==> config.mk <==
export PLATFORM = sky130hd
export DESIGN_NAME = rme_front
export DESIGN_NICKNAME = d
export VERILOG_FILES = /design/src/design/rme_pkg.sv /design/src/design/rme_front.sv
export SDC_FILE = /design/constraint.sdc
export NUM_CORES = 1
export LEC_CHECK = 0
export BUFFER_PORTS_ARGS = -buffer_cell sky130_fd_sc_hd__buf_2
export CAP_MARGIN = 10
export CORE_MARGIN = 2
export CORE_UTILIZATION = 52
export CTS_CLUSTER_SIZE = 16
export DETAILED_ROUTE_END_ITERATION = 10
export PLACE_DENSITY = 0.81
export RECOVER_POWER = 100
export SETUP_SLACK_MARGIN = 0.4
export SLEW_MARGIN = 20
export SYNTH_ARGS = -nofsm -noshare
export SYNTH_HDL_FRONTEND = slang
export SYNTH_SLANG_ARGS = --single-unit
export TNS_END_PERCENT = 5
==> constraint.sdc <==
create_clock -name clk -period 5.4 [get_ports clk]
set_input_delay 0 -clock clk [delete_from_list [all_inputs] [get_ports clk]]
set_output_delay 0 -clock clk [all_outputs]
set_load 0.05 [all_outputs]
==> src/design/rme_pkg.sv <==
`timescale 1ns / 1ps
// ----------------------------------------------------------------------------
// rme_pkg: shared types and constants of the register machine executor
// Opcodes, the decoded item that crosses the queue, float bit constants and
// the register index reduction.
// ----------------------------------------------------------------------------
package rme_pkg;

  localparam int REG_COUNT   = 16;
  localparam int REG_IDX_W   = (REG_COUNT > 1) ? $clog2(REG_COUNT) : 1;
  localparam int FIELD_IDX_W = 4;
  localparam int QUEUE_DEPTH = 2;
  localparam int QPTR_W      = (QUEUE_DEPTH > 1) ? $clog2(QUEUE_DEPTH) : 1;
  localparam int QCNT_W      = $clog2(QUEUE_DEPTH + 1);

  localparam logic [4:0]  SHIFT_MASK  = 5'd31;
  localparam logic [31:0] SIGN_BIT    = 32'h8000_0000;
  localparam logic [30:0] EXP_INF_MAG = 31'h7F80_0000;
  localparam logic [31:0] QUIET_BIT   = 32'h0040_0000;
  localparam logic [31:0] DEFAULT_NAN = 32'h7FC0_0000;

  typedef logic [REG_IDX_W-1:0] reg_idx_t;

  typedef enum logic [4:0] {
    OP_IADD  = 5'd0,
    OP_ISUB  = 5'd1,
    OP_IMUL  = 5'd2,
    OP_FADD  = 5'd3,
    OP_FSUB  = 5'd4,
    OP_FMUL  = 5'd5,
    OP_BAND  = 5'd6,
    OP_BOR   = 5'd7,
    OP_BXOR  = 5'd8,
    OP_LSHL  = 5'd9,
    OP_LSHR  = 5'd10,
    OP_ASHL  = 5'd11,
    OP_ASHR  = 5'd12,
    OP_ILT   = 5'd13,
    OP_IEQ   = 5'd14,
    OP_ULT   = 5'd15,
    OP_UEQ   = 5'd16,
    OP_FLT   = 5'd17,
    OP_FEQ   = 5'd18,
    OP_BNOT  = 5'd19,
    OP_LNOT  = 5'd20,
    OP_INEG  = 5'd21,
    OP_FNEG  = 5'd22,
    OP_ITF   = 5'd23,
    OP_FTI   = 5'd24,
    OP_LOADI = 5'd25,
    OP_LOADF = 5'd26,
    OP_MOV   = 5'd27
  } op_e;

  // Decoded item held in the queue between front and back
  typedef struct packed {
    logic        is_start;
    logic        is_float;
    op_e         op;
    reg_idx_t    dest;
    reg_idx_t    src_a;
    reg_idx_t    src_b;
    logic [31:0] value;   // literal, or program input for a start item
    logic        last;
  } item_t;

  typedef struct packed {
    logic        start;
    op_e         op;
    logic [31:0] a;
    logic [31:0] b;
  } fpu_req_t;

  typedef struct packed {
    logic        done;
    logic [31:0] result;
  } fpu_rsp_t;

  // Register field taken modulo REG_COUNT by repeated subtraction
  function automatic reg_idx_t reg_index(input logic [FIELD_IDX_W-1:0] f);
    logic [6:0] v;
    v = 7'(f);
    for (int i = 0; i < 8; i++) begin
      if (v >= 7'(REG_COUNT)) v = v - 7'(REG_COUNT);
    end
    return v[REG_IDX_W-1:0];
  endfunction

endpackage

==> src/design/rme_front.sv <==
`timescale 1ns / 1ps
// ----------------------------------------------------------------------------
// rme_front: input acceptance, decode and item queue
// Reduces register fields, classifies start, float and integer items and
// buffers them in a short queue ahead of the back end.
// ----------------------------------------------------------------------------
module rme_front (
  input  logic           clk,
  input  logic           rst,
  input  logic           in_valid,
  output logic           in_ready,
  input  logic           kind,
  input  logic [4:0]     opcode,
  input  logic [3:0]     dest_reg,
  input  logic [3:0]     src_a_reg,
  input  logic [3:0]     src_b_reg,
  input  logic [31:0]    literal_bits,
  input  logic [31:0]    input_bits,
  input  logic           last,
  output rme_pkg::item_t head,
  output logic           head_valid,
  input  logic           pop
);
  import rme_pkg::*;

  item_t             dec;
  item_t             q [QUEUE_DEPTH];
  logic [QPTR_W-1:0] wptr, rptr;
  logic [QCNT_W-1:0] count;
  logic              push;

  // decode
  always_comb begin
    dec.is_start = ~kind;
    dec.op       = op_e'(opcode);
    dec.is_float = kind && ((opcode == OP_FADD) || (opcode == OP_FSUB) ||
                            (opcode == OP_FMUL));
    dec.dest     = reg_index(dest_reg);
    dec.src_a    = reg_index(src_a_reg);
    dec.src_b    = reg_index(src_b_reg);
    dec.value    = kind ? literal_bits : input_bits;
    dec.last     = last;
  end

  assign in_ready   = count < QCNT_W'(QUEUE_DEPTH);
  assign push       = in_valid & in_ready;
  assign head_valid = count != '0;
  assign head       = q[rptr];

  // queue storage
  always_ff @(posedge clk) begin
    if (push) q[wptr] <= dec;
  end

  // pointers and fill count
  always_ff @(posedge clk) begin
    if (rst) begin
      wptr  <= '0;
      rptr  <= '0;
      count <= '0;
    end else begin
      if (push) wptr <= (wptr == QPTR_W'(QUEUE_DEPTH - 1)) ? '0 : wptr + 1'b1;
      if (pop)  rptr <= (rptr == QPTR_W'(QUEUE_DEPTH - 1)) ? '0 : rptr + 1'b1;
      if (push && !pop)      count <= count + 1'b1;
      else if (pop && !push) count <= count - 1'b1;
    end
  end

  a_no_overfill: assert property (@(posedge clk) disable iff (rst)
    count <= QCNT_W'(QUEUE_DEPTH))
    else $error("queue count exceeds depth");

  a_pop_nonempty: assert property (@(posedge clk) disable iff (rst) pop |-> head_valid)
    else $error("pop from empty queue");

endmodule

==> flow_summary_export.csv, run 1 <==
group,metric,value,unit
routing,routedWlPerCell,15.77,µm
min_path,min_path_cells,4,
synthesis,synthArstFlopShare,0,%
synthesis,yosys.area.top_type_share,70.85,%
setup_path,crit_required,5310,ps
setup_path,start_kind,"register",
synthesis,synth.most_common_cell,"edfxtp_1",
die,die_x,96.07,µm
pwr,switchingPower,0.7068,mW
die,initial_core_util,53.65,%
synthesis,syn_area,4408,µm²
pwr,power_frac_seq,49.4,%
routing,drtAntennaViolNets,0,
synthesis,synthCells,225,
synthesis,yosysSeqAreaShare,73.12,%
timing,drv_slew,87,
cts,path_clk_slew,100,ps
final_layout,drive_gt1_share,38.13,%
setup_path,cp-endpoint,"q[1][16]",
cts,ctsResizeCount,0,
die,rows,33,
pwr,p_leak,2.239,nW
setup_path,reg2reg_depth,3,
setup_path,crit_fanout,52,
grt,grt_util_all_layers,19.20,%
grt,globalRouteOverflowTotal,0,
timing,maxSlewHeadroom,-95.95,%
synthesis,synth_top_family_by_area,"multiplexers",
outcome,status,"complete, but fails checks",
routing,drc_errors,0,
min_path,holdCritStartpoint,"in_valid",
final_layout,antenna_cells,0,
grt,grt_pass1_vias,2915,
placement,io_buffers,140,
grt,grt_max_degree,53,
min_path,hp-class,"input port to register",
synthesis,ys_top_cells_by_area,"edfxtp_1 71%, mux2_2 22%, dfxtp_1 2.3%",
routing,drt-initial-drc-count,127,
synthesis,syn_area_per_cell,19.59,µm²
final_layout,nets,542,
synthesis,synthXorXnorAreaFrac,0.7948,%
synthesis,synth_mux_area_share,21.71,%
die,die_h,96.07,µm
cts,postCtsSetupBuffers,0,
pwr,power.density,355.8,nW/µm²
setup_path,worstSetupPathType,"register to register",
setup_path,ff2ff_setup_slack,2000,ps
die,io_pins,141,
routing,dr.pass1.iters,4,
grt,antenna_found_initial,0,
synthesis,synth_compound_area_share,0.2271,%
setup_path,reg2reg_from,"count[1]",
die,dieArea,9229,µm²
timing,timing.clock.skew,12.21,ps
placement,dpl.hpwl,4947,µm
setup_path,end_kind,"register",
final_layout,postLayoutCoreUtil,74.66,%
outcome,violations,"capacitance limit, slew limit",
cts,hold_buffers,85,
pwr,p_int,1.476,mW
timing,period_share,63.00,%
timing,rsz0062_at_grt,"false",
synthesis,synth_edf_count,104,
timing,max_freq,293.9,MHz
synthesis,synth_common_cells,"104 x edfxtp_1, 85 x mux2_2, 6 x buf_6",
final_layout,fill_cells,536,
synthesis,ys_types,20,
setup_path,rr_endpoint,"q[1][16]",
timing,tns,0,ps
routing,wl,8893,µm
cts,cts_tree,"yes",
pwr,clkPwrFrac,22.8,%
job,maxCapViolCount,2,
synthesis,synthFlopType,"edfxtp_1",
routing,vias,2804,
die,core_area,8217,µm²
grt,grt_pass1_wl,13050,µm
cts,cts-htree-levels,3,
synthesis,synth_nets,313,
synthesis,synthAdderAreaFrac,0.2838,%
routing,viasPerCell,4.972,
pwr,comb_power_share,27.8,%
cts,numCtsBuffers,9,
cts,cts-root-buf,"clkbuf_8",
timing,finalHoldViolations,0,
timing,period_minus_slack,3402,ps
synthesis,ys_seq_elements,109,
cts,cts_buffer_depth,2,
setup_path,critPathArrivalTime,3310,ps
synthesis,synthSimpleGateAreaFrac,1.277,%
setup_path,critPathLaunch,"count[1]",
pwr,power_switching_share,32.38,%
placement,gp_congestion,0.6949,
final_layout,area_delta_synth_final,39.17,%
pwr,peakVddDrop,300.8,µV
timing,worst_slew_pin_slew,2939,ps
cts,clk_latency,360,ps
synthesis,synth_area_leader_cell,"edfxtp_1",
cts,cts_sinks,109,
timing,setup_viol,0,
synthesis,synth_warnings,0,
-- flip-flops by register name, indices dropped and copies added, names as in the netlist, named ones only --
signal	count
q	104
count	2
rptr	1
wptr	1
-- layout make-up --
type | instances | area, µm² | share of cell area, %
Multi-Input combinational cell | 103 | 1080 | 17.60
Clock buffer | 12 | 145.1 | 2.366
Clock inverter | 4 | 56.30 | 0.9178
Timing Repair Buffer | 228 | 1486 | 24.23
Sequential cell | 109 | 3224 | 52.56
Inverter | 3 | 11.26 | 0.1836
Tap cell | 105 | 131.4 | 2.142
-- metal layers --
layer  routed length, µm  GRT usage [%]  vias up
met1                3596          22.54     1359
met5                   0              0        -
met2                4649          34.26      106
li1                    -              -     1325
met3                 530          3.915       14
met4                 116          7.857        0
-- worst max-delay path: stages, from the launching register on --
cell      delay, ps
dfxtp_1         350
nor2b_1         300
and2_2          200
clkbuf_1       2080
-- through the flow --
step	hold WS [ps]	instance area, µm²	setup slack (ps)	total power, mW	cells
3_5_place_dp	193.0	5170	3618	1.663	463
4_1_cts	111.3	6222	3492	2.207	564
2_1_floorplan	69.07	4408	2034	1.533	225
3_3_place_gp	192.8	5170	3705	1.649	463
6_report	130.9	6135	1998	2.183	564
5_1_grt	156.8	6135	1734	2.265	564
-- placed cells by master (no fill, tap or decap), types with 2 or more instances in the layout --
cell / count
edfxtp_1: 104
dlygate4sd3_1: 85
mux2_2: 82
buf_2: 73
clkbuf_1: 70
clkbuf_8: 10
nor2_1: 4
dfxtp_1: 4
mux2_1: 3
inv_1: 3
inv_6: 3
xor2_1: 2
xnor2_1: 2
buf_4: 2
-- power groups by stage --
stage / logic [mW] / registers [mW] / clock network, mW
after floorplan: 0.442 / 1.09 / 0
after global placement: 0.561 / 1.09 / 0
after detailed placement: 0.567 / 1.10 / 0
after CTS: 0.625 / 1.08 / 0.505
after global routing: 0.639 / 1.09 / 0.538
final: 0.606 / 1.08 / 0.498
-- cell families (layout without fill, tap and decap cells) --
kind of cell / count (synthesis) / in the layout
flip-flops: 109 / 109
adder cells (fa/ha/maj): 1 / 1
buffers and inverters: 13 / 247
AND/OR/NAND/NOR: 11 / 11
multiplexers: 85 / 85
AO/OA/AOI/OAI: 2 / 2
XOR/XNOR: 4 / 4
-- how the worst min path moves through the flow --
stage	to	slack (ps)
after floorplan	count[1]	70
after global placement	q[0][44]	190
after detailed placement	q[0][34]	190
after CTS	wptr	110
after global routing	wptr	160
final	wptr	130
Note: power is estimated with default switching activity, not from simulation.
==> run 2, diff against run 1 <==
Settings changed: ABC_AREA from default to 1, CORE_UTILIZATION 52 to 46, PLACE_DENSITY 0.81 to 0.76.
Clock period 5.4 ns to 2.9 ns, I/O delays scaled along.
==> run 2 against run 1 <==
- the run now ends clean
- first-iteration DRC count rose by 23%
- non-clock buffer count grew 2
- register-to-register slack lost 1400 ps
- power up 70%
- core utilization down 10 points
- design area up 3.5%
- sequential share of layout area shrank 1.7 points
- via count rose by 10%
- global-route usage is 1.7 points lower
- clock skew decreased by 6.6 ps
- combinational power is 64% higher
==> flow_summary_export.csv, run 2 <==
group,metric,value,unit
outcome,status,"completed",
grt,globalRouteOverflowTotal,0,
setup_path,crit_required,2900,ps
routing,dr.max_layer_used,"met4",
timing,timing.clock.skew,5.610,ps
timing,worst_slew_pin_slew,1346,ps
cts,cts_buffer_depth,2,
synthesis,syn_area_per_cell,15.31,µm²
pwr,p_leak,2.627,nW
synthesis,synth_warnings,0,
timing,period_minus_slack,2388,ps
synthesis,synth_edf_count,104,
final_layout,drive_gt1_share,27.99,%
die,die_x,104.6,µm
placement,io_buffers,140,
die,core_area,9819,µm²
cts,cts_tree,"yes",
final_layout,fill_cells,775,
synthesis,synthFlopType,"edfxtp_1",
timing,period_share,82.33,%
setup_path,cpMostUsedCell,"clkbuf_1",
cts,numCtsBuffers,9,
grt,grt_pass1_wl,14930,µm
synthesis,yosys.area.top_type_share,67.10,%
synthesis,ys_top_cells_by_area,"edfxtp_1 67%, mux2_4 16%, nand2_1 8.4%",
timing,maxSlewHeadroom,10.25,%
setup_path,critPathMaxStageDelay,850,ps
min_path,hp-class,"input port to register",
synthesis,synth_area_leader_cell,"edfxtp_1",
die,rows,36,
grt,grt_pass1_vias,3224,
final_layout,multi_input_area,1255,µm²
setup_path,critPathArrivalTime,2390,ps
timing,setup_viol,0,
synthesis,ys_types,18,
pwr,power.density,584.0,nW/µm²
die,die_h,104.6,µm
routing,wl,9434,µm
cts,path_clk_slew,90,ps
die,dieArea,10940,µm²
synthesis,yosysSeqAreaShare,69.25,%
final_layout,final_cell_mix,"104 x nand2_1, 104 x edfxtp_1, 85 x dlygate4sd3_1",
final_layout,fin_cells,669,
grt,antenna_found_initial,0,
routing,drtAntennaViolNets,0,
placement,dpl.hpwl,5825,µm
final_layout,largest_reg_flops,104,
pwr,switchingPower,1.152,mW
final_layout,area_delta_synth_final,36.37,%
placement,placed_cells,569,
cts,cts-htree-levels,3,
pwr,power_frac_seq,52.7,%
routing,vias,3094,
routing,wl_met3,399,µm
synthesis,syn_area,4654,µm²
cts,postCtsSetupBuffers,0,
grt,grt_max_degree,53,
min_path,min_path_cells,5,
timing,drv_slew,0,
pwr,peakVddDrop,319.0,µV
placement,gp_congestion,0.6981,
setup_path,critPathBufInv,2,
routing,wirelength_met1,3813,µm
die,io_pins,141,
final_layout,nets,620,
final_layout,antenna_cells,0,
die,initial_core_util,47.40,%
setup_path,path_cells,"clkbuf_1 > mux2_4 > clkbuf_1",
timing,max_freq,418.8,MHz
timing,tns,0,ps
synthesis,synth_common_cells,"104 x edfxtp_1, 104 x nand2_1, 50 x mux2_4",
timing,rsz0062_at_grt,"false",
routing,routedWlPerCell,14.10,µm
setup_path,crit_fanout,41,
routing,dr.pass1.iters,4,
setup_path,worstSetupPathType,"register to output port",
timing,finalHoldViolations,0,
grt,grt_util_all_layers,17.45,%
final_layout,regMostFlops,"q",
final_layout,reg_top3,"q (104), count (2)",
pwr,comb_power_share,26.7,%
final_layout,seq_area,3227,µm²
pwr,clkPwrFrac,20.6,%
timing,holdWs,158.6,ps
synthesis,synthCells,304,
synthesis,synth_nets,392,
pwr,power_switching_share,31.09,%
synthesis,ys_seq_elements,109,
job,maxCapViolCount,0,
cts,clk_latency,350,ps
setup_path,path_delay_family,"buffers and inverters",
setup_path,start_kind,"register",
synthesis,synthArstFlopShare,0,%
setup_path,reg2reg_depth,4,
routing,drc_errors,0,
cts,cts_sinks,109,
setup_path,end_kind,"output port",
cts,cts-root-buf,"clkbuf_8",
setup_path,slowest_stage,"dfxtp_4",
pwr,p_int,2.554,mW
routing,routed-wl-met2,5102,µm
setup_path,path_depth,3,
routing,drt-initial-drc-count,156,
routing,viasPerCell,4.625,
==> run 2: cell count changes after synthesis, sizes merged, moves of 2 or more <==
cell   before  now
mux2       85   52
nor3        0    2
nor2b       2    0
inv         3   10
nand2       1  104
xor2        2    0
buf        10   13
nor2        4    7
==> run 2: kinds of logic (layout without fill, tap and decap cells) <==
kind of cell               after synthesis  after routing  synth area share [%]
buffers and inverters                   23            255                 3.951
DFF                                    109            109                 69.25
AOI/OAI and AO/OA                        3              3                0.3225
xor gates and xnor gates                 1              1                0.1882
and+or+nand+nor                        115            115                 9.409
muxes                                   52             52                 16.61
adders and majority gates                1              1                0.2688
==> run 2: timing repair <==
action / CTS / global route
resized for setup: 0 / 0
setup endpoints to repair: 0 / 0
hold buffers: 84 / 1
hold endpoints to repair: 105 / 1
==> run 2: path summary, 6_finish.rpt <==
| check | from | end | slack (ps) |
|---|---|---|---|
| worst max-delay path | register | head[7] | 510 |
| worst min-delay path | in_valid | wptr | 160 |
| worst max register to register | count[1] | q[1][1] | 550 |
| worst min register to register | count[0] | count[0] | 530 |
==> run 2: layout make-up <==
type | count | share of cell area, %
flip-flops and latches | 109 | 50.84
repair buffers | 230 | 23.69
multi-input cells | 172 | 19.77
well taps | 133 | 2.622
clock buffers | 11 | 2.070
inverters | 10 | 0.5914
clock inverters | 4 | 0.4140
==> run 2: worst min-delay path, cell delays in order <==
cell and delay (ps):
buf_2 80, nand2_1 120, inv_1 110, nor2_1 40
nor3_1 110
==> run 2: metrics by stage <==
| stage | area [µm²] | total power, mW | setup slack [ps] | utilization (%) |
|---|---|---|---|---|
| after floorplan | 4659 | 2.708 | 240.9 | - |
| after global placement | 5431 | 2.885 | 1215 | 55.31 |
| after detailed placement | 5431 | 2.909 | 1155 | 55.31 |
| after CTS | 6430 | 3.769 | 800.6 | 65.48 |
| after global routing | 6347 | 3.883 | 371.8 | 64.64 |
| final | 6347 | 3.707 | 512.3 | 64.64 |
==> run 2: power by group through the flow <==
stage / clock network (mW) / registers (mW) / logic (mW)
after CTS: 0.793 / 1.95 / 1.02
after global routing: 0.866 / 1.97 / 1.05
final: 0.762 / 1.95 / 0.991
after global placement: 0 / 1.98 / 0.904
after floorplan: 0 / 1.95 / 0.758
after detailed placement: 0 / 1.99 / 0.919
==> run 2: metal layers <==
layer  global-route usage [%]  vias up
met5                        0        -
met4                    6.095        0
met3                    3.431       12
met2                    32.40      100
met1                    19.97     1464
li1                         -     1518
